### src/hdl/rcfh_sqrt.sv
`timescale 1ns / 1ps
// ----------------------------------------------------------------------------
// rcfh_sqrt: bit-pair integer square root of a 64-bit value
// One result bit per cycle, for a 32-bit root.
// ----------------------------------------------------------------------------
module rcfh_sqrt (
  input  logic        clk,
  input  logic        rst_n,
  input  logic        start,
  input  logic [63:0] x,
  output logic        done,
  output logic [31:0] root
);
  logic        busy_r, busy_nxt;
  logic        done_r, done_nxt;
  logic [4:0]  cnt_r, cnt_nxt;
  logic [63:0] x_r, x_nxt;
  logic [33:0] rem_r, rem_nxt;
  logic [31:0] q_r, q_nxt;
  logic [35:0] trial;
  logic [35:0] tv;

  always_comb begin
    busy_nxt = busy_r;
    done_nxt = 1'b0;
    cnt_nxt  = cnt_r;
    x_nxt    = x_r;
    rem_nxt  = rem_r;
    q_nxt    = q_r;
    trial    = {rem_r, x_r[63:62]};
    tv       = {2'b00, q_r, 2'b01};
    if (start) begin
      busy_nxt = 1'b1;
      cnt_nxt  = 5'd0;
      x_nxt    = x;
      rem_nxt  = 34'd0;
      q_nxt    = 32'd0;
    end else if (busy_r) begin
      x_nxt = {x_r[61:0], 2'b00};
      if (trial >= tv) begin
        rem_nxt = 34'(trial - tv);
        q_nxt   = {q_r[30:0], 1'b1};
      end else begin
        rem_nxt = trial[33:0];
        q_nxt   = {q_r[30:0], 1'b0};
      end
      cnt_nxt = cnt_r + 5'd1;
      if (cnt_r == 5'd31) begin
        busy_nxt = 1'b0;
        done_nxt = 1'b1;
      end
    end
  end

  always_ff @(posedge clk) begin
    if (!rst_n) begin
      busy_r <= 1'b0;
      done_r <= 1'b0;
      cnt_r  <= 5'd0;
    end else begin
      busy_r <= busy_nxt;
      done_r <= done_nxt;
      cnt_r  <= cnt_nxt;
    end
    x_r   <= x_nxt;
    rem_r <= rem_nxt;
    q_r   <= q_nxt;
  end

  assign done = done_r;
  assign root = q_r;
endmodule

### config.mk
export PLATFORM = sky130hd
export DESIGN_NAME = rcfh_sqrt
export DESIGN_NICKNAME = d
export VERILOG_FILES = /design/src/hdl/rcfh_sqrt.sv
export SDC_FILE = /design/constraint.sdc
export NUM_CORES = 1
export LEC_CHECK = 0
export BUFFER_PORTS_ARGS = -buffer_cell sky130_fd_sc_hd__buf_4
export CAP_MARGIN = 30
export CORE_UTILIZATION = 45
export CTS_BUF_LIST = sky130_fd_sc_hd__clkbuf_8
export DETAILED_ROUTE_END_ITERATION = 7
export GPL_ROUTABILITY_DRIVEN = 0
export PLACE_DENSITY = 0.71
export SYNTH_ARGS = -nofsm -noshare
export SYNTH_HDL_FRONTEND = slang
export SYNTH_SLANG_ARGS = --single-unit
### constraint.sdc
create_clock -name clk -period 3.1 [get_ports clk]
set_clock_uncertainty 0.05 [all_clocks]
set_input_delay 0.62 -clock clk [delete_from_list [all_inputs] [get_ports clk]]
set_output_delay 0.62 -clock clk [all_outputs]
set_load 0.01 [all_outputs]
* After elaboration in Yosys (flattened, before gate mapping)
Index checks and enable logic that the tools add are counted.
** Storage, ports and cells
- Register bits after elaboration :: 137
- Bits of input ports :: 67
- Output and inout bits :: 33
- Logic and storage cells :: 23
** Cells by class
- Add/sub/neg operators :: 2
- Order comparisons :: 1
- Eq/ne operators :: 1
- Muxes and demuxes :: 8
- Bitwise logic cells :: 2
- Reduce and logical (&&, ||, !) cells :: 3
** Operators by type and width (number)
- 2-to-1 mux 64 bit :: 2
- greater-or-equal comparator 36 x 34 -> 1 bit :: 1
- 2-to-1 mux 34 bit :: 1
- subtractor 34 bit :: 1
- adder 5 x 1 -> 5 bit, second input constant :: 1
- == test 5 bit, second input constant :: 1
- 2-to-1 mux 1 bit :: 5
- OR reduction 3 bit :: 1
- inverter 1 bit :: 2
- nonzero test 2 bit :: 1
- OR reduction 2 bit :: 1

* Logic depth before layout (Yosys ltp)
- Depth after elaboration :: 4
- Gate-level depth with buffers :: 13
- Mapped depth without buffers :: 10

* Worst setup path after synthesis
OpenSTA, ideal clock, no wires.
- Path kind :: input to register
- From :: in start
- To :: reg x_r[0], enable pin
- Library setup time :: 0.418 ns
- Data arrival time :: 2.370 ns
- Required time :: 2.632 ns
- Setup slack :: 0.262 ns
- Stages on the path :: 4
- Buffers on the path :: 2
- Path through :: clkbuf_1 -> nor2_1 -> clkbuf_1 -> inv_1
** Between the ends
- Word-level cells in the longest chain between the ends :: 1
** RTL lines
- start: declaration :: RTL line 9 : input logic start,
- nonzero test 2 bit (no source line)
- end signal: assignment :: RTL line 65 : x_r <= x_nxt;
- end: declaration :: RTL line 17 : logic [63:0] x_r, x_nxt;
No other way between the ends.
A chain may end at the register's enable or synchronous reset.

* Worst setup path in the final report
- From :: reg q_r[21], in the netlist root[21]
- To :: reg rem_r[10]
** Between the ends
- Word-level cells in the longest chain between the ends :: 2
** RTL lines
- start: declaration :: RTL line 19 : logic [31:0] q_r, q_nxt;
- start signal: assignment :: RTL line 67 : q_r <= q_nxt;
- greater-or-equal comparator 36 x 34 -> 1 bit :: RTL line 40 : if (trial >= tv) begin
- 2-to-1 mux 34 bit :: RTL line 40
- end signal: assignment :: RTL line 66 : rem_r <= rem_nxt;
- end: declaration :: RTL line 18 : logic [33:0] rem_r, rem_nxt;
No other way between the ends.

==> results.cfg <==
[global_routing]
groute.usage.overall_pct = 19.7
grt_max_degree = 80
grt.met2_usage_pct = 31.2
overflow = 0
grt_pass1_wl_mm = 27.9
use_met3_pct = 6.61
antenna_found_initial = 0
grt_use_met1_pct = 25.8
grt.busiest_layer = met2
grt_pass1_vias = 5694

[final_layout]
regArea_um2 = 3400
fin_area_um2 = 9230
layout-drive-gt1-share_pct = 28.8
area_growth_pct = 21.2
diodes = 0
mostFrequentLayoutCells = buf_4, nor2_1, nand2_1
final_common_cell = buf_4
multi_input_comb_area_um2 = 3980
stdcell_count = 1109
nets = 979
fill_cells = 1528

[timing]
tightest_slew_ns = 0.688
rsz0062_at_grt = no
setup-tns-final_ns = 0
final_max_slew_viol_count = 0
finalCritPeriodShare_pct = 97.3
hold_viol_final = 0
slew_headroom_pct = 54.1
finalCriticalPeriod_ns = 3.02
setup_viol = 0
whs_ns = 0.329
fmax_mhz = 331

[clock_network]
clk_latency_ns = 0.46
path_clk_slew_ns = 0.09
h-tree-depth = 4
cts-root-buf = clkbuf_8
cts_buffer_depth = 2
cts_tree = done
cts.sink_count = 137
hold_buffers = 0
cts_buffers = 17

[setup_path]
worstPathArrival_ns = 3.34
endpoint_kind = flip-flop
startpoint_type = flip-flop
critPathKind = reg -> reg
path_max_fanout = 29
required_ns = 3.42

[floorplan]
die_area_um2 = 17500
core_um2 = 16600
rows = 47
start_util_pct = 45.9
ios = 100
die_h_um = 132
die_w_um = 132

[route]
route.detailed.drc = 0
drtPass1Iterations = 5
wl_per_cell_um = 15.1
detail-route-antenna-nets = 0
avgViaCountPerCell = 5.36
drt_iter0_drc = 322
route.vias.total = 5949
wirelength_mm = 16.7

[place]
numPortBuffers = 99
dp_hpwl_mm = 11.6
dp_cells = 1073
dpl_cell_area_um2 = 8730

[synthesis]
yosys_warnings = 0
synthCells = 765
syn_nets = 868
syn_area_um2 = 7620
avgSynthCellArea_um2 = 9.96
synthArstFlopShare_pct = 0
yosysUniqueCellTypes = 64
seq_area_frac_synth_pct = 44.4
synth-edff-count = 64
ys.flop_type = dfxtp_1
ys_seq_elements = 137

[pwr]
cellInternalPower_mw = 4.79
p_leak_nw = 3.68
pwr-share-comb_pct = 54.2
clock_power_share_pct = 17.4
power_switching_mw = 3.39
pwr_density_cell_nw_per_um2 = 886
peakVddDrop_mv = 0.527
power_frac_seq_pct = 28.4
p_sw_share_pct = 41.5

[min_path]
min_path_type = in -> reg

[status]
status = finished clean

[run]
max_cap_violations = 0
[stage by stage]
stage | total power, mW | setup slack, ns | utilization, %
after floorplan | 5.40 | 0.262 | -
after global placement | 6.52 | 0.159 | 52.6
after detailed placement | 6.53 | 0.0717 | 52.6
after CTS | 7.98 | 0.0317 | 54.9
after global routing | 8.77 | 0.00196 | 55.7
final | 8.18 | 0.0833 | 55.7
[per-layer routing]
metal  routed length, um  part of all wire, %
met1                7780                   46
met2                7670                   46
met3                1130                  6.8
met4                 153                 0.91
met5                   0                    0
[cells by family after synthesis]
family | Yosys count | share of synthesized area (%)
compound gates | 169 | 15.4
xor+xnor | 26 | 2.99
fa+ha+maj | 36 | 5.91
buf+inv | 82 | 4.52
flops | 137 | 44.4
mux | 100 | 14.2
simple gates | 215 | 12.7
[synth_stat cells, types with 12 or more instances]
cell type	n	area share [%]
xnor2_1	12	1.4
a21oi_1	48	3.2
o21ai_0	26	1.7
nor2_1	78	3.8
mux2i_1	37	4.9
edfxtp_1	64	25
nand2_1	75	3.7
clkbuf_1	22	1.1
mux2_2	63	9.3
xor2_1	14	1.6
dfxtp_1	73	19
ha_1	36	5.9
a311oi_1	20	2.3
inv_1	41	2.0
[state kept, by name, indices dropped and copies added (netlist names)]
| signal | cells |
|---|---|
| x_r | 64 |
| cnt_r | 5 |
| done | 1 |
| root | 32 |
| busy_r | 1 |
| rem_r | 34 |
[layout make-up]
type	instances	area share, %
well taps	220	2.98
multi-input cells	546	43.1
repair buffers	133	11.4
clock buffers	17	2.53
clock inverters	15	1.54
inverters	41	1.67
flip-flops and latches	137	36.8
[final timing paths]
kind,endpoint,cells after the start,slack [ns],from
worst max-delay path,rem_r[10],12,0.08,root[21]
worst min-delay path,busy_r,2,0.33,rst_n
worst max register to register,rem_r[10],12,0.08,root[21]
worst min register to register,rem_r[30],2,0.43,rem_r[30]
[critical path, stage by stage (launching register included)]
cell	delay [ns]
dfxtp_1	0.37
inv_1	0.06
ha_1	0.30
nand4_1	0.15
or3_4	0.41
or3_1	0.35
o21ai_2	0.17
a2111oi_4	0.10
buf_4	0.17
and2_1	0.19
buf_12	0.18
a31o_1	0.20
a311oi_2	0.24
[power by group through the flow]
stage | Clock (mW) | Combinational (mW) | Sequential [mW]
final | 1.43 | 4.43 | 2.32
after global routing | 1.54 | 4.88 | 2.35
after CTS | 1.47 | 4.20 | 2.31
after detailed placement | 0 | 4.18 | 2.35
after global placement | 0 | 4.17 | 2.35
after floorplan | 0 | 3.11 | 2.29
[what timing repair did]
action | 4_1_cts | 5_1_grt
gates resized for setup | 0 | 25
setup buffers | 0 | 4
setup endpoints to repair | 0 | 32
Power figures use the tool's default switching activity.
