File: src/hdl/rcfh_pkg.sv
`timescale 1ns / 1ps
// ----------------------------------------------------------------------------
// rcfh_pkg: shared types and constants of the ray/circle first hit block
// Register indexes and command codes used by the top level and the sequencer.
// ----------------------------------------------------------------------------
package rcfh_pkg;
  localparam logic [2:0] REG_DIR_COS      = 3'd0;
  localparam logic [2:0] REG_DIR_SIN      = 3'd1;
  localparam logic [2:0] REG_VEL_X        = 3'd2;
  localparam logic [2:0] REG_VEL_Y        = 3'd3;
  localparam logic [2:0] REG_RADIUS_SQ    = 3'd4;
  localparam logic [2:0] REG_MAX_LIFETIME = 3'd5;
  localparam logic [2:0] REG_ACTIVE_COUNT = 3'd6;

  localparam logic CMD_LOAD  = 1'b0;
  localparam logic CMD_QUERY = 1'b1;

  // divider request/response between the sequencer and the shared divider
  typedef struct packed {
    logic        start;
    logic [63:0] num;
    logic [31:0] den;
  } div_req_t;

  typedef struct packed {
    logic        done;
    logic [32:0] quo;
  } div_rsp_t;
endpackage

File: src/hdl/rcfh_div.sv
`timescale 1ns / 1ps
// ----------------------------------------------------------------------------
// rcfh_div: restoring divider, one quotient bit per cycle
// Computes (num) / den for num < den * 2^33, quotient of 33 bits.
// ----------------------------------------------------------------------------
module rcfh_div (
  input  logic               clk,
  input  logic               rst_n,
  input  rcfh_pkg::div_req_t req,
  output rcfh_pkg::div_rsp_t rsp
);
  logic        busy_r, busy_nxt;
  logic [5:0]  cnt_r, cnt_nxt;
  logic [63:0] rem_r, rem_nxt;
  logic [63:0] num_r, num_nxt;
  logic [32:0] quo_r, quo_nxt;
  logic [31:0] den_r, den_nxt;
  logic        done_r, done_nxt;
  logic [64:0] trial;

  always_comb begin
    busy_nxt = busy_r;
    cnt_nxt  = cnt_r;
    rem_nxt  = rem_r;
    num_nxt  = num_r;
    quo_nxt  = quo_r;
    den_nxt  = den_r;
    done_nxt = 1'b0;
    trial    = {rem_r, num_r[63]};
    if (req.start) begin
      busy_nxt = 1'b1;
      cnt_nxt  = 6'd0;
      rem_nxt  = 64'd0;
      num_nxt  = req.num;
      den_nxt  = req.den;
      quo_nxt  = 33'd0;
    end else if (busy_r) begin
      // shift one numerator bit in, subtract when it fits
      num_nxt = {num_r[62:0], 1'b0};
      if (trial >= {33'd0, den_r}) begin
        rem_nxt = 64'(trial - {33'd0, den_r});
        quo_nxt = {quo_r[31:0], 1'b1};
      end else begin
        rem_nxt = trial[63:0];
        quo_nxt = {quo_r[31:0], 1'b0};
      end
      cnt_nxt = cnt_r + 6'd1;
      if (cnt_r == 6'd63) begin
        busy_nxt = 1'b0;
        done_nxt = 1'b1;
      end
    end
  end

  always_ff @(posedge clk) begin
    if (!rst_n) begin
      busy_r <= 1'b0;
      done_r <= 1'b0;
      cnt_r  <= 6'd0;
    end else begin
      busy_r <= busy_nxt;
      done_r <= done_nxt;
      cnt_r  <= cnt_nxt;
    end
    rem_r <= rem_nxt;
    num_r <= num_nxt;
    quo_r <= quo_nxt;
    den_r <= den_nxt;
  end

  assign rsp.done = done_r;
  assign rsp.quo  = quo_r;

  a_done_after_busy: assert property (@(posedge clk) disable iff (!rst_n)
    done_r |-> $past(busy_r)) else $error("divider done without work");
  a_no_restart: assert property (@(posedge clk) disable iff (!rst_n)
    busy_r && !req.start && cnt_r != 6'd63 |=> busy_r)
    else $error("divider stopped early");
  a_done_idle: assert property (@(posedge clk) disable iff (!rst_n)
    done_r |-> !busy_r) else $error("divider done while busy");
endmodule

File: config.mk
export PLATFORM = sky130hd
export DESIGN_NAME = rcfh_div
export DESIGN_NICKNAME = d
export VERILOG_FILES = /design/src/hdl/rcfh_pkg.sv /design/src/hdl/rcfh_div.sv
export SDC_FILE = /design/constraint.sdc
export NUM_CORES = 1
export LEC_CHECK = 0
export ABC_AREA = 1
export BUFFER_PORTS_ARGS = -buffer_cell sky130_fd_sc_hd__buf_2
export CAP_MARGIN = 25
export CELL_PAD_IN_SITES_DETAIL_PLACEMENT = 2
export CELL_PAD_IN_SITES_GLOBAL_PLACEMENT = 2
export CORE_AREA = 2 2 202 204
export CTS_CLUSTER_DIAMETER = 100
export DETAILED_ROUTE_END_ITERATION = 10
export DIE_AREA = 0 0 204 206
export HOLD_SLACK_MARGIN = 0.02
export PLACE_DENSITY = 0.8
export RECOVER_POWER = 50
export SLEW_MARGIN = 15
export SYNTH_ARGS = -nofsm -noshare
export SYNTH_HDL_FRONTEND = slang
export SYNTH_SLANG_ARGS = --single-unit
File: constraint.sdc
create_clock -name clk -period 3.15 [get_ports clk]
set_clock_uncertainty 0.15 [all_clocks]
set_input_delay 0.315 -clock clk [delete_from_list [all_inputs] [get_ports clk]]
set_output_delay 0.315 -clock clk [all_outputs]
set_load 0.02 [all_outputs]
# After elaboration in Yosys (flattened, before gate mapping)

Index checks and enable logic that the tools add are counted.

$add $sub $neg: 2
Magnitude comparators: 1
Eq/ne operators: 1
Mux-type cells: 8
Bitwise operators: 2
Reduce and logical (&&, ||, !) cells: 3

Operator list:

| operator              | count |
|---|---|
| $mux W64              | 3 |
| $ge A65 B32 Y1        | 1 |
| $sub A64 B32 Y64      | 1 |
| $add A6 B1 Y6 const B | 1 |
| $eq A6 B6 Y1 const B  | 1 |
| $mux W1               | 5 |
| $reduce_or A3 Y1      | 1 |
| $not A1 Y1            | 2 |
| $reduce_bool A2 Y1    | 1 |
| $reduce_or A2 Y1      | 1 |

Bits in registers: 201
Input port bits: 99
Output and inout bits: 34
Word-level logic and storage cells: 24

# Longest topological paths before layout

Gate-level depths: netlist of run 1.

Depth in word-level cells: 4
Depth in mapped cells: 19
Gate-level depth less buffers: 18

# Worst setup path after synthesis of run 1

OpenSTA, ideal clock, no wires.

Kind: register -> register
From: register busy_r
To: register num_r[0] (enable)
Setup time: 454 ps
Arrival: 2756 ps
Data required time: 2546 ps
Path slack: -210 ps
Stages on the path, launching flop included: 5
Path buffers: 2
Period minus slack after synthesis: 3360 ps
Path through: dfxtp_1 -> clkbuf_1 -> nor2_1 -> clkinv_1 -> clkbuf_1

Longest elaborated chain between the ends: 1

Ends and longest elaborated chain:

| what                         | line           | text |
|---|---|---|
| start: declaration           | rcfh_div.sv:12 | `logic busy_r, busy_nxt;` |
| start signal: assignment     | rcfh_div.sv:61 | `busy_r <= busy_nxt;` |
| $reduce_bool A2 Y1 (no line) | n/a            |  |
| end signal: assignment       | rcfh_div.sv:66 | `num_r <= num_nxt;` |
| end: declaration             | rcfh_div.sv:15 | `logic [63:0] num_r, num_nxt;` |

No other way between the ends.
A chain may end at the register's enable or synchronous reset.

# Worst setup path in the final report of run 1

From: register den_r[30]
To: register rem_r[38]

Longest elaborated chain between the ends: 2
Elaborated cells on any way between the ends: 3
Classes of those cells: add/sub: 1; order compare: 1; mux: 1

Ends and longest elaborated chain:

| what                                                      | line                           | text |
|---|---|---|
| start: declaration                                        | rcfh_div.sv:17                 | `logic [31:0] den_r, den_nxt;` |
| start signal: assignment                                  | rcfh_div.sv:68                 | `den_r <= den_nxt;` |
| $sub A64 B32 Y64 / $ge A65 B32 Y1 (equally long branches) | rcfh_div.sv:41, rcfh_div.sv:40 |  |
| $mux W64 *                                                | rcfh_div.sv:40                 | `if (trial >= {33'd0, den_r}) begin` |
| end signal: assignment                                    | rcfh_div.sv:65                 | `rem_r <= rem_nxt;` |
| end: declaration                                          | rcfh_div.sv:14                 | `logic [63:0] rem_r, rem_nxt;` |

Mark *: on every way between the ends. The rest lies on a longest branch, timed or not.

==> impl_metrics.py, run 1 <==
metrics = {
    "grt": {
        "gr-total-overflow": 0,
        "antenna_found_initial": 2,
        "grt_use_total_pct": 27.18,
        "grt_pass1_wl_um": 86150,
        "grt_max_degree": 70,
        "grt_pass1_vias": 14140,
    },
    "clocking": {
        "cts_max_level": 1,
        "clkSinkCount": 201,
        "cts_tree": "yes",
        "clk_latency_ns": 0.55,
        "cts_buffers": 24,
        "cts-root-buf": "clkbuf_16",
        "cts.clk_slew.worst_paths_ns": 0.07,
        "cts_buffer_depth": 3,
    },
    "sta": {
        "slew_viol_final": 29,
        "setup_violations": 0,
        "holdWs_ns": 0.08060,
        "min_period_over_period_pct": 94.29,
        "tightest_slew_ns": 1.862,
        "rsz0062_at_grt": "false",
        "layout_setup_ws_ns": 0.1799,
        "fmax_mhz": 336.7,
        "hold_viol_final": 0,
        "final.setup.tns_ns": 0,
        "fin_crit_ns": 2.970,
        "slew_headroom_pct": -24.12,
    },
    "yosys": {
        "synthArstFlopShare_pct": 0,
        "synth_area_um2": 11860,
        "ys_seq_elements": 201,
        "synth_seq_area_share_pct": 42.03,
        "synth.avg_cell_area_um2": 6.792,
        "synthCells": 1746,
        "yosys-top-cells-count": "nand2_1 (721), inv_1 (260), nor2_1 (107)",
        "synth_top_flop_cell": "dfxtp_1",
        "synth.most_common_cell": "nand2_1",
        "syn_nets": 1879,
        "synth_area_leaders": "edfxtp_1 (24%), nand2_1 (23%), dfxtp_1 (18%)",
        "synth_cell_types": 36,
        "ys_warn_count": 0,
        "synth_edf_count": 96,
        "synth_area_leader_cell": "edfxtp_1",
        "netlist.area_leader.share_pct": 24.31,
    },
    "placement": {
        "dp.cells": 2382,
        "hpwl_um": 36520,
        "io_buffers": 132,
        "finalWeightedCongestion": 0.9008,
        "dp_slack_ns": 0.2948,
    },
    "layout": {
        "layout.cells.non_filler": 2524,
        "synthToLayoutAreaGrowth_pct": 25.43,
        "n_fill_cell": 4823,
        "nNetsFinal": 2105,
        "drive_above_1_share_pct": 10.00,
    },
    "worst_setup_path": {
        "r2r_start": "den_r[30]",
        "worstPathArrival_ns": 3.28,
        "worst_r2r_path_depth": 12,
        "worstSetupStartpoint": "den_r[30]",
        "cp-end-kind": "flop",
        "critPathLaunchType": "flop",
        "critPathMaxFanout": 5,
        "rr_endpoint": "rem_r[38]",
        "critPathRequiredTime_ns": 3.46,
        "path_class": "flop to flop",
        "r2r_slack_ns": 0.18,
    },
    "power_and_ir_drop": {
        "ir_worst_vdd_mv": 0.4978,
        "power_density_nw_per_um2": 567.2,
        "p_total_mw": 8.436,
        "cellLeakagePower_nw": 7.187,
    },
    "route": {
        "drt_iter0_drc": 690,
        "firstDrtPassIters": 5,
        "via_per_inst": 4.982,
        "ant_nets": 0,
        "vias": 12580,
        "drt-total-wl_um": 56560,
        "wire_per_inst_um": 22.41,
        "drcViolationCount": 0,
    },
    "job": {
        "maxCapViolations": 1,
    },
    "floorplanning": {
        "die_area_um2": 42020,
        "coreArea_um2": 40180,
        "rows": 74,
        "die_w_um": 204,
        "die-height_um": 206,
        "initial_core_util_pct": 29.51,
        "io_pins": 133,
    },
    "hold_path": {
        "min_path_cells": 3,
        "holdPathEnd": "num_r[63]",
        "min-delay-start": "req[95]",
        "hp-class": "primary input to flop",
    },
    "run_status": {
        "status": "finished, violations left",
        "failed_checks": "capacitance limit, slew limit",
    },
}
## power breakdown
part	leakage, nW	switching [mW]	total, mW	internal (mW)
combinational	4.98	1.68	2.43	0.753
clock	0.380	1.25	2.86	1.61
sequential	1.83	0.166	3.15	2.98
## repair_timing
| action | CTS | global route |
|---|---|---|
| hold endpoints to repair | 98 | 0 |
| gates resized for setup | 0 | 6 |
| hold buffers | 96 | 0 |
| buffers inserted | 0 | 0 |
| endpoints found under the setup margin | 0 | 13 |
## per-stage QoR
stage / util, % / area (um2)
floorplan: - / 11860
global placement: 32.78 / 13170
detailed placement: 32.78 / 13170
CTS: 37.10 / 14910
global route: 37.02 / 14870
finish: 37.02 / 14870
## worst max-delay path, cell delays in order, from the launching register on
cell	delay, ns
edfxtp_1	0.34
inv_1	0.05
ha_1	0.40
nand2_1	0.22
nor3_1	0.39
nand2_1	0.22
nor2_1	0.35
nand4_1	0.26
nand3_1	0.16
nand2_1	0.06
nand2_1	0.09
nand2_1	0.07
a21oi_1	0.12
## layer usage
layer | GRT usage (%) | share of wire [%] | vias to the layer above
li1 | - | - | 5911
met2 | 48.07 | 49 | 280
met1 | 33.79 | 44 | 6282
met5 | 0 | 0 | -
met3 | 3.800 | 3.8 | 102
met4 | 9.550 | 3.6 | 0
## worst max-delay path by stage
stage	endpoint	cells after the start
5_1_grt	rem_r[26]	13
3_5_place_dp	rem_r[38]	12
3_3_place_gp	rem_r[38]	12
2_1_floorplan	num_r[0]	4
6_report	rem_r[38]	12
4_1_cts	rem_r[27]	15
## flip-flops by register name (all words and copies together), names as in the netlist
register  count
num_r        64
rem_r        64
quo_r        33
den_r        32
cnt_r         6
busy_r        1
done_r        1
## area by class of cell
cell class | instances | area [um2] | share of cell area (%)
Multi-Input combinational cell | 1217 | 5609 | 37.71
Sequential cell | 201 | 4985 | 33.51
Timing Repair Buffer | 248 | 1779 | 11.96
Inverter | 280 | 1054 | 7.083
Clock buffer | 33 | 685.7 | 4.610
Tap cell | 532 | 665.6 | 4.475
Clock inverter | 11 | 91.34 | 0.6141
Antenna cell | 2 | 5.005 | 0.03365
## logic make-up (layout without fill, tap and decap cells)
kind of cell / after synthesis / after routing / share of synthesized area [%]
and+or+nand+nor: 967 / 967 / 32.79
buffers and inverters: 328 / 572 / 10.90
DFF: 201 / 201 / 42.03
AOI/OAI and AO/OA: 186 / 186 / 8.409
adders and majority gates: 34 / 34 / 3.651
xor gates and xnor gates: 30 / 30 / 2.216
other: 0 / 2 / 0
## cells in the final DEF (no fill, tap or decap), types with 3 or more instances in the layout
cell type        n
inv_2           19
o21bai_1         3
nor2_2          14
clkbuf_8         3
xor2_1          18
nand3_1         72
clkbuf_1        45
xnor2_1         12
nor2_4           4
nand2_2          5
buf_2           92
nand2_1        720
nor3_1          18
nand4_1         23
clkinv_2         5
inv_1          260
clkbuf_16       25
dfxtp_1        105
o21ai_0         63
o22ai_1         34
buf_4           13
buf_12           5
ha_1            33
o21ai_1         25
a21oi_1         56
edfxtp_1        96
dlygate4sd3_1   96
nor2_1         102
Note: power is estimated with default switching activity, not from simulation.
==> run 2, diff against run 1 <==
Settings changed: SETUP_SLACK_MARGIN from default to 0.2.
==> run 2 against run 1 <==
Net effect: the flow still finishes with violations (capacitance limit, slew limit); combinational power grew 2%; count of clock-buffer cells in the layout stayed put; clock power about the same; register-to-register slack improved by 0.14 ns; final area rose by 0.61%; critical endpoint is now rem_r[30]; first-iteration DRC count rose by 0.87%.
==> impl_metrics.py, run 2 (synthesis results as in run 1) <==
metrics = {
    "run_status": {
        "status": "finished, violations left",
        "failed_checks": "capacitance limit, slew limit",
    },
    "worst_setup_path": {
        "cp_slowest_stage_delay_ns": 0.38,
        "worstPathArrival_ns": 3.12,
        "slowest_stage": "a21oi_1",
        "crit_buf_inv": 2,
        "critical_path_depth": 12,
        "critPathMaxFanout": 4,
        "critPathLaunchType": "flop",
        "worst_r2r_path_depth": 12,
        "crit_top_cell": "nand2_1",
        "critPathRequiredTime_ns": 3.44,
        "cp_cell_sequence": "inv_1 > ha_2 > nand2_1 > inv_1 > a21oi_1 > nand2_1 > a21oi_1 > nand2_1 > xnor2_1 > nand2_1 > nand3_1 > nand2_1",
        "path_delay_family": "simple AND/OR/NAND/NOR gates",
        "path_class": "flop to flop",
        "cp-end-kind": "flop",
    },
    "job": {
        "maxCapViolations": 1,
    },
    "layout": {
        "postLayoutCellArea_um2": 14960,
        "drive_above_1_share_pct": 10.85,
        "layout.cells.non_filler": 2524,
        "top_regs": "num_r (64), rem_r (64), quo_r (33)",
        "final_cell_mix": "nand2_1 (714), inv_1 (260), dfxtp_1 (105), nor2_1 (98)",
        "nNetsFinal": 2105,
        "post-route-util_pct": 37.24,
        "synthToLayoutAreaGrowth_pct": 26.19,
        "final_common_cell": "nand2_1",
        "n_fill_cell": 4807,
    },
    "clocking": {
        "cts_buffers": 24,
        "clk_latency_ns": 0.55,
        "cts_setup_buffers": 0,
        "cts_tree": "yes",
        "cts_buffer_depth": 3,
        "cts_max_level": 1,
        "clkSinkCount": 201,
        "cts.clk_slew.worst_paths_ns": 0.07,
        "cts-root-buf": "clkbuf_16",
    },
    "sta": {
        "tightest_slew_ns": 1.872,
        "final.setup.tns_ns": 0,
        "fmax_mhz": 353.8,
        "slew_headroom_pct": -24.79,
        "min_period_over_period_pct": 89.72,
        "fin_crit_ns": 2.826,
        "slew_viol_final": 29,
        "rsz0062_at_grt": "true",
        "layout_setup_ws_ns": 0.3239,
        "hold_viol_final": 0,
        "setup_violations": 0,
    },
    "grt": {
        "gr-total-overflow": 0,
        "grt_pass1_wl_um": 86150,
        "antenna_found_initial": 2,
        "grt_use_total_pct": 27.18,
        "grt_pass1_vias": 14140,
        "grt_max_degree": 70,
    },
    "route": {
        "via_per_inst": 4.998,
        "firstDrtPassIters": 5,
        "drt-total-wl_um": 56610,
        "vias": 12620,
        "ant_nets": 0,
        "drcViolationCount": 0,
        "drt_iter0_drc": 696,
        "wire_per_inst_um": 22.43,
    },
    "hold_path": {
        "min_path_cells": 3,
        "hp-class": "primary input to flop",
    },
    "floorplanning": {
        "initial_core_util_pct": 29.51,
        "io_pins": 133,
        "coreArea_um2": 40180,
        "rows": 74,
        "die-height_um": 206,
        "die_area_um2": 42020,
        "die_w_um": 204,
    },
    "placement": {
        "finalWeightedCongestion": 0.9008,
        "dp.cells": 2382,
        "post_dp_cell_area_um2": 13170,
        "io_buffers": 132,
        "hpwl_um": 36520,
        "dp_slack_ns": 0.2948,
    },
    "power_and_ir_drop": {
        "cellLeakagePower_nw": 7.188,
        "power_density_nw_per_um2": 565.9,
        "ir_worst_vdd_mv": 0.4964,
    },
}
## run 2: report_power, final
part | leakage, nW | internal [mW] | switching, mW
combinational | 4.98 | 0.767 | 1.70
clock | 0.380 | 1.61 | 1.24
sequential | 1.83 | 2.98 | 0.165
total | 7.19 | 5.36 | 3.11
## run 2: worst min-delay path: stages
cell and delay [ns]:
buf_2 0.09, nand2_1 0.07, nand2_1 0.15
## run 2: per-layer routing
| metal | wire length, um | track usage [%] |
|---|---|---|
| met2 | 27770 | 48.07 |
| met1 | 24340 | 33.79 |
| met3 | 2349 | 3.800 |
| met5 | 0 | 0 |
| met4 | 2150 | 9.550 |
## run 2: area by class of cell
class	count	area [um2]	area share [%]
Tap cell	532	665.6	4.448
Sequential cell	201	4985	33.31
Clock inverter	11	91.34	0.6104
Timing Repair Buffer	248	1779	11.89
Inverter	280	1056	7.057
Antenna cell	2	5.005	0.03344
Multi-Input combinational cell	1217	5697	38.07
Clock buffer	33	685.7	4.582
## run 2: what timing repair did
| action | 4_1_cts | 5_1_grt |
|---|---|---|
| hold endpoints to repair | 98 | 0 |
| gates resized for setup | 0 | 30 |
| hold buffers | 96 | 0 |
| endpoints found under the setup margin | 0 | 44 |
## run 2: final timing paths
path	from	endpoint	slack, ns
setup / recovery	den_r[28]	rem_r[30]	0.32
hold / removal	req[95]	num_r[63]	0.08
hold reg to reg	rem_r[15]	rem_r[15]	0.34
setup reg to reg	den_r[28]	rem_r[30]	0.32
## run 2: stage by stage
stage / hold slack (ns) / power (mW)
finish: 0.08165 / 8.469
global route: 0.06624 / 8.902
CTS: 0.04850 / 8.313
detailed placement: 0.3215 / 5.377
global placement: 0.3041 / 5.290
floorplan: 0.2639 / 4.552
==> run 3, diff against run 2 <==
Settings changed: SETUP_SLACK_MARGIN 0.2 to 0.5.
==> run 3 against run 2 <==
Net effect: the run still ends with capacitance limit, slew limit left; via count is 8.0% higher; register-to-register slack worse by 0.16 ns; clock power is 3% higher; flip-flop and latch count is the same; cell count is 1.5% higher; critical path depth up 5; utilization increased by 3.2 points; worst hold slack better by 0.0048 ns; maximum frequency fell by 5.3%; combinational power rose by 29%; power grew 10%; sequential share of layout area is 2.6 points lower; largest power group unchanged; highest routed layer unchanged.
==> impl_metrics.py, run 3 (synthesis results as in run 1) <==
metrics = {
    "clocking": {
        "clkSinkCount": 201,
        "cts_tree": "yes",
        "clk_latency_ns": 0.55,
        "cts_buffers": 24,
        "cts.clk_slew.worst_paths_ns": 0.07,
        "cts_max_level": 1,
        "cts_buffer_depth": 3,
        "cts-root-buf": "clkbuf_16",
    },
    "sta": {
        "slew_headroom_pct": -1.059,
        "setup_violations": 0,
        "rsz0062_at_grt": "true",
        "fmax_mhz": 335.1,
        "slew_viol_final": 70,
        "tightest_slew_ns": 1.516,
        "fin_crit_ns": 2.985,
        "holdWs_ns": 0.08648,
        "final.setup.tns_ns": 0,
        "hold_viol_final": 0,
        "min_period_over_period_pct": 94.75,
        "layout_setup_ws_ns": 0.1655,
    },
    "worst_setup_path": {
        "r2r_slack_ns": 0.17,
        "rr_endpoint": "rem_r[29]",
        "worstPathArrival_ns": 3.20,
        "worst_r2r_path_depth": 17,
        "cp-end-kind": "flop",
        "critPathRequiredTime_ns": 3.36,
        "setup.worst_path.end": "rem_r[29]",
        "r2r_start": "den_r[3]",
        "path_class": "flop to flop",
        "critPathMaxFanout": 9,
        "worstSetupStartpoint": "den_r[3]",
        "critPathLaunchType": "flop",
    },
    "power_and_ir_drop": {
        "ir_worst_vdd_mv": 0.4590,
        "p_comb_share_pct": 34.2,
        "p_sw_share_pct": 39.35,
        "cellLeakagePower_nw": 7.555,
        "power_frac_clock_pct": 31.4,
        "intPower_mw": 5.657,
        "p_total_mw": 9.328,
        "power_switching_mw": 3.671,
        "seq_power_share_pct": 34.4,
        "power_density_nw_per_um2": 574.1,
    },
    "layout": {
        "postLayoutCellArea_um2": 16250,
        "synthToLayoutAreaGrowth_pct": 37.01,
        "post-route-util_pct": 40.43,
        "final_common_cell": "nand2_1",
        "final_cell_mix": "nand2_1 (652), inv_1 (243), dfxtp_1 (104), edfxtp_1 (96), dlygate4sd3_1 (96)",
        "drive_above_1_share_pct": 19.94,
        "layout.cells.non_filler": 2561,
        "top_regs": "num_r (64), rem_r (64), quo_r (33)",
        "nNetsFinal": 2141,
    },
    "placement": {
        "dp_slack_ns": 0.2948,
        "hpwl_um": 36520,
        "post_dp_cell_area_um2": 13170,
        "io_buffers": 132,
        "finalWeightedCongestion": 0.9008,
        "dp.cells": 2382,
    },
    "grt": {
        "grt_use_total_pct": 28.28,
        "gr-total-overflow": 0,
        "grt_busiest_layer": "met2",
        "grtUsageMet1_pct": 33.96,
        "grt_pass1_wl_um": 89180,
        "use_met3_pct": 4.021,
        "antenna_found_initial": 4,
        "grt_max_degree": 70,
        "grt_pass1_vias": 14410,
        "grtUsageMet2_pct": 50.67,
    },
    "route": {
        "drcViolationCount": 0,
        "drt-total-wl_um": 68520,
        "firstDrtPassIters": 5,
        "vias": 13620,
        "drt_iter0_drc": 939,
        "via_per_inst": 5.318,
        "ant_nets": 0,
        "wire_per_inst_um": 26.76,
    },
    "run_status": {
        "failed_checks": "capacitance limit, slew limit",
        "status": "finished, violations left",
    },
    "floorplanning": {
        "io_pins": 133,
        "rows": 74,
        "die_w_um": 204,
        "die-height_um": 206,
        "die_area_um2": 42020,
        "coreArea_um2": 40180,
        "initial_core_util_pct": 29.51,
    },
    "job": {
        "maxCapViolations": 1,
    },
    "hold_path": {
        "hp-class": "primary input to flop",
    },
}
## run 3: cell types whose count changed in the layout (fill, tap and decap cells not counted), moves of 20 or more
| cell | delta |
|---|---|
| nand2_1 | -62 |
| nand2_2 | +48 |
| ha_4 | +29 |
| buf_4 | +28 |
| ha_1 | -27 |
| nor2_1 | -20 |
## run 3: power groups by stage
stage	combinational, mW	clock, mW	sequential, mW
final	3.19	2.93	3.20
after global placement	2.14	0	3.15
after global routing	3.36	3.05	3.22
after CTS	2.46	2.85	3.13
after floorplan	1.43	0	3.12
after detailed placement	2.21	0	3.17
## run 3: per-layer routing
metal / routed length, um / vias up
li1: - / 5997
met4: 3599 / 0
met3: 3930 / 213
met5: 0 / -
met2: 33880 / 542
met1: 27120 / 6867
## run 3: how the worst min path moves through the flow
stage	slack, ns	cells past startpoint	startpoint	to
floorplan	0.26	0	req[0]	den_r[0]
global placement	0.30	2	quo_r[32]	quo_r[32]
detailed placement	0.32	2	rem_r[4]	rem_r[4]
CTS	0.05	3	req[95]	num_r[63]
global route	0.05	3	req[95]	num_r[63]
finish	0.09	3	req[95]	num_r[63]
## run 3: critical path, stage by stage (launching register included)
cell and delay [ns]:
edfxtp_1 0.42, inv_1 0.11, ha_4 0.23, nand2_4 0.11, inv_1 0.07, nand2_1 0.09
nand2_1 0.07, nand2_1 0.15, nand3_4 0.15, nand2_4 0.11, nand2_4 0.07, nand2_4 0.09
nand3_4 0.20, buf_6 0.23, nand2_2 0.13, nand2_1 0.12, o21ai_1 0.12, o21ai_0 0.16
## run 3: layout make-up
type,instances,area (um2)
Inverter,280,1054
Tap cell,532,665.6
Antenna cell,3,7.507
Fill cell,4679,23940
Clock buffer,33,685.7
Timing Repair Buffer,284,2162
Multi-Input combinational cell,1217,6596
Sequential cell,201,4986
Clock inverter,11,91.34
## run 3: what timing repair did
| action | 4_1_cts | 5_1_grt |
|---|---|---|
| setup buffers | 4 | 27 |
| endpoints found under the setup margin | 55 | 65 |
| cloned | 0 | 5 |
| hold buffers | 96 | 0 |
| hold endpoints to repair | 98 | 0 |
| resized for setup | 65 | 193 |
| pin swaps | 4 | 31 |
